<file path="config.mk">
export PLATFORM = sky130hd
export DESIGN_NAME = itda_emit
export DESIGN_NICKNAME = d
export VERILOG_FILES = /design/src/itda_pkg.sv /design/src/itda_emit.sv
export SDC_FILE = /design/constraint.sdc
export NUM_CORES = 1
export LEC_CHECK = 0
export ABC_AREA = 1
export BUFFER_PORTS_ARGS = -buffer_cell sky130_fd_sc_hd__buf_4
export CAP_MARGIN = 20
export CORE_AREA = 4 4 66 68
export CTS_CLUSTER_DIAMETER = 60
export DETAILED_ROUTE_END_ITERATION = 7
export DIE_AREA = 0 0 70 72
export GPL_TIMING_DRIVEN = 0
export PLACE_DENSITY_LB_ADDON = 0.05
export SYNTH_ARGS = -nofsm -noshare
export SYNTH_HDL_FRONTEND = slang
export SYNTH_SLANG_ARGS = --single-unit
</file>
<file path="constraint.sdc">
create_clock -name clk_i -period 4.1 [get_ports clk_i]
set_input_delay 0.615 -clock clk_i [delete_from_list [all_inputs] [get_ports clk_i]]
set_output_delay 0.615 -clock clk_i [all_outputs]
set_load 0.01 [all_outputs]
</file>
<file path="src/itda_pkg.sv">
// ----------------------------------------------------------------------------
// itda_pkg
// Shared types and constants for the integer to decimal text converter.
// ----------------------------------------------------------------------------
package itda_pkg;

  localparam int unsigned ValueW  = 32;
  localparam int unsigned MagW    = 32;
  localparam int unsigned NumDig  = 10;
  localparam int unsigned CharW   = 7;
  localparam int unsigned DigW    = 4;
  localparam int unsigned CntW    = 4;
  localparam logic [CharW-1:0] ChZero  = 7'd48;
  localparam logic [CharW-1:0] ChMinus = 7'd45;

  typedef logic [NumDig-1:0][DigW-1:0] digits_t;

  typedef struct packed {
    logic    neg;
    digits_t dig;
    logic [CntW-1:0] nd;
  } conv_t;

endpackage

</file>
<file path="src/itda_emit.sv">
// ----------------------------------------------------------------------------
// itda_emit
// Holds one converted number; sends one char per cycle while ready_i is high.
// ----------------------------------------------------------------------------
module itda_emit (
  input  logic                       clk_i,
  input  logic                       rst_ni,
  input  logic                       valid_i,
  input  itda_pkg::conv_t            conv_i,
  output logic                       ready_o,
  output logic                       valid_o,
  input  logic                       ready_i,
  output logic [itda_pkg::CharW-1:0] char_o,
  output logic                       last_o
);

  logic                      busy_q, busy_d;
  logic                      sign_q, sign_d;
  logic [itda_pkg::CntW-1:0] idx_q, idx_d;
  itda_pkg::digits_t         dig_q, dig_d;
  logic [itda_pkg::CntW-1:0] cur;
  logic                      done;

  assign cur     = idx_q - itda_pkg::CntW'(1);
  assign valid_o = busy_q;
  assign char_o  = sign_q ? itda_pkg::ChMinus
                          : itda_pkg::ChZero + itda_pkg::CharW'(dig_q[cur]);
  assign last_o  = !sign_q && (idx_q == itda_pkg::CntW'(1));
  assign done    = busy_q && ready_i && last_o;
  assign ready_o = !busy_q || done;

  always_comb begin
    busy_d = busy_q;
    sign_d = sign_q;
    idx_d  = idx_q;
    dig_d  = dig_q;
    if (busy_q && ready_i) begin
      if (sign_q) begin
        sign_d = 1'b0;
      end else begin
        idx_d = cur;
        if (last_o) begin
          busy_d = 1'b0;
        end
      end
    end
    if (valid_i && ready_o) begin
      busy_d = 1'b1;
      sign_d = conv_i.neg;
      idx_d  = conv_i.nd;
      dig_d  = conv_i.dig;
    end
  end

  always_ff @(posedge clk_i or negedge rst_ni) begin
    if (!rst_ni) begin
      busy_q <= 1'b0;
      sign_q <= 1'b0;
      idx_q  <= '0;
    end else begin
      busy_q <= busy_d;
      sign_q <= sign_d;
      idx_q  <= idx_d;
    end
  end

  always_ff @(posedge clk_i) begin
    dig_q <= dig_d;
  end

endmodule

</file>
==> out/results.ini <==
[die]
dieArea_sq_mm = 0.005040
coreArea_sq_mm = 0.003856
die_w_um = 70
fp.dieH_um = 72
placementRows = 23
start_util = 0.5276
io_pins = 59

[place]
gp_congestion = 0.8349
port_buffers = 56
place_inst = 300
hpwl_um = 2936
placed_area_sq_mm = 0.002517

[grt]
grt_pass1_wl_um = 6706
grt_pass1_vias = 1414
grt_max_degree = 42
antenna_found_initial = 0
track_usage = 0.1717
grt_remaining_overflow = 0

[power]
totalPowerFinal_mw = 1.979
ir_drop_uv = 382.2
pwr-share-clk = 0.164
power_frac_comb = 0.493
internal_power_mw = 1.184
swShare = 0.4018
p_per_area_mw_per_mm2 = 754.4
p_switching_mw = 0.7954
leakagePower_nw = 1.143
p_seq_frac = 0.344

[worst_setup_path]
worstPathMaxFanout = 10
cp.required_ps = 3480
start_kind = flip-flop
crit_type = reg -> out
crit_path_end_kind = output pin
worstPathArrival_ps = 2450

[cts]
cts_buffers = 5
clk_path_buf_depth = 2
htreeDepth = 2
clock_latency_ps = 290
clk_pin_slew_ps = 80
cts_tree = yes
cts_setup_buffers = 0
cts_root_buffer = clkbuf_8
cts_num_sinks = 46
cts-hold-fix-buffers = 0
cts_resized = 0

[detailed_routing]
num_vias = 1545
routed_via_density = 5.016
wl_per_cell_um = 13.10
ant_nets = 0
drt-initial-drc-count = 247
first_pass_iters = 4
wirelength_um = 4036
drc = 0

[synthesis]
synth_seq_cells = 46
avgSynthCellArea_sq_um = 10.49
ys_seq_area_frac = 0.6642
synth_fp_nets = 245
ys_warn_count = 0
syn_area_sq_mm = 0.002034
ys_types = 20
netlist_instances = 194

[finish]
area_growth_pct = 28.97
drive_gt1_frac = 0.2868
final_common_cell = buf_4
stdcell_area_sq_mm = 0.002624
nets = 308
mostFrequentLayoutCells = 58 x buf_4, 51 x nand2_1, 40 x edfxtp_1
antennaDiodeCount = 0
final_cells = 308

[sta]
period_minus_slack_ps = 3069
timing.final.hold_violations = 0
rsz0062_at_grt = false
worst_pin_slew_ps = 806.6
fmax_ghz = 0.3258
maxSlewHeadroom = 0.4615
fin_worst_skew_ps = 4.524
fin_tns_setup_ps = 0
maxSlewViolCount = 0
min_period_over_period = 0.7486
setup_violations = 0

[min_path]
min_path_type = in -> async

[run_status]
outcome = finished, final reports clean

[job]
drv_cap = 0

## sequential cells by signal (all words and copies together), names as in the netlist
| name | cells |
|---|---|
| dig_q | 40 |
| idx_q | 4 |
| sign_q | 1 |
| valid_o | 1 |
## power groups by stage
| stage | clock, mW | sequential, mW | combinational (mW) |
|---|---|---|---|
| finish | 0.324 | 0.681 | 0.975 |
| global route | 0.356 | 0.693 | 1.11 |
| CTS | 0.328 | 0.681 | 0.985 |
| detailed placement | 0 | 0.692 | 0.981 |
| global placement | 0 | 0.692 | 0.978 |
| floorplan | 0 | 0.679 | 0.639 |
## layer usage
metal	routed length, um	GRT usage
met5	0	0
met4	36	0.05745
met3	286	0.04155
met2	1938	0.2665
met1	1775	0.2399
## area by class of cell
type                    count  area (sq um)
flip-flops and latches     46          1351
fillers                   313          1232
multi-input cells         131         606.8
repair buffers             56         420.4
clock buffers               7         76.32
well taps                  50         62.56
plain buffers               7         38.79
inverters                  10         37.54
clock inverters             1         30.03
## worst paths after layout
path | slack (ps) | to | start | cells after the start
hold reg to reg | 530 | idx_q[1] | idx_q[1] | 2
min in group clk_i | 490 | dig_q[30] | conv_i[34] | 1
setup reg to reg | 1950 | dig_q[21] | idx_q[1] | 8
setup / recovery | 1030 | char_o[2] | idx_q[0] | 9
hold / removal | 110 | idx_q[2] | rst_ni | 1
max in group asynchronous | 3880 | valid_o | rst_ni | 1
## synthesized netlist by cell type
cell type	n	area [sq um]
nand2_1	51	191.4
edfxtp_1	40	1201
nor2_1	33	123.9
nand3_1	15	75.07
o21ai_0	12	60.06
inv_1	8	30.03
dfrtp_1	6	150.1
a21oi_1	5	25.02
buf_2	4	20.02
nand3b_1	3	22.52
o211ai_1	3	22.52
buf_4	2	15.01
conb_1	2	7.510
ha_1	2	25.02
inv_2	2	7.510
xor2_2	2	32.53
clkbuf_1	1	3.750
nand2_2	1	6.260
nor4_1	1	6.260
xnor2_1	1	8.760
## kinds of logic (layout without fill, tap and decap cells)
group	Yosys count	after routing	share of synthesized area
xor gates and xnor gates	3	3	0.02030
other	2	2	0.003691
DFF	46	46	0.6642
AOI/OAI and AO/OA	20	20	0.05289
buffers and inverters	17	81	0.03751
and+or+nand+nor	104	104	0.2091
adders and majority gates	2	2	0.01230
## critical path, cell delays in order, from the launching register on
cell,delay (ps)
dfrtp_1,440
inv_2,110
clkbuf_1,360
ha_1,360
buf_2,280
o21ai_0,120
o211ai_1,190
nand3_1,90
nand2_1,100
buf_4,120
## stage by stage
stage | utilization | worst slack (ps) | hold slack [ps]
finish | 0.6804 | 1031 | 114.4
global route | 0.6804 | 806.6 | 101.5
CTS | 0.6804 | 1020 | 108.9
detailed placement | 0.6528 | 1340 | 426.3
global placement | 0.6528 | 1339 | 425.0
floorplan | - | 1850 | 319.4
Note: power is estimated with default switching activity, not from simulation.
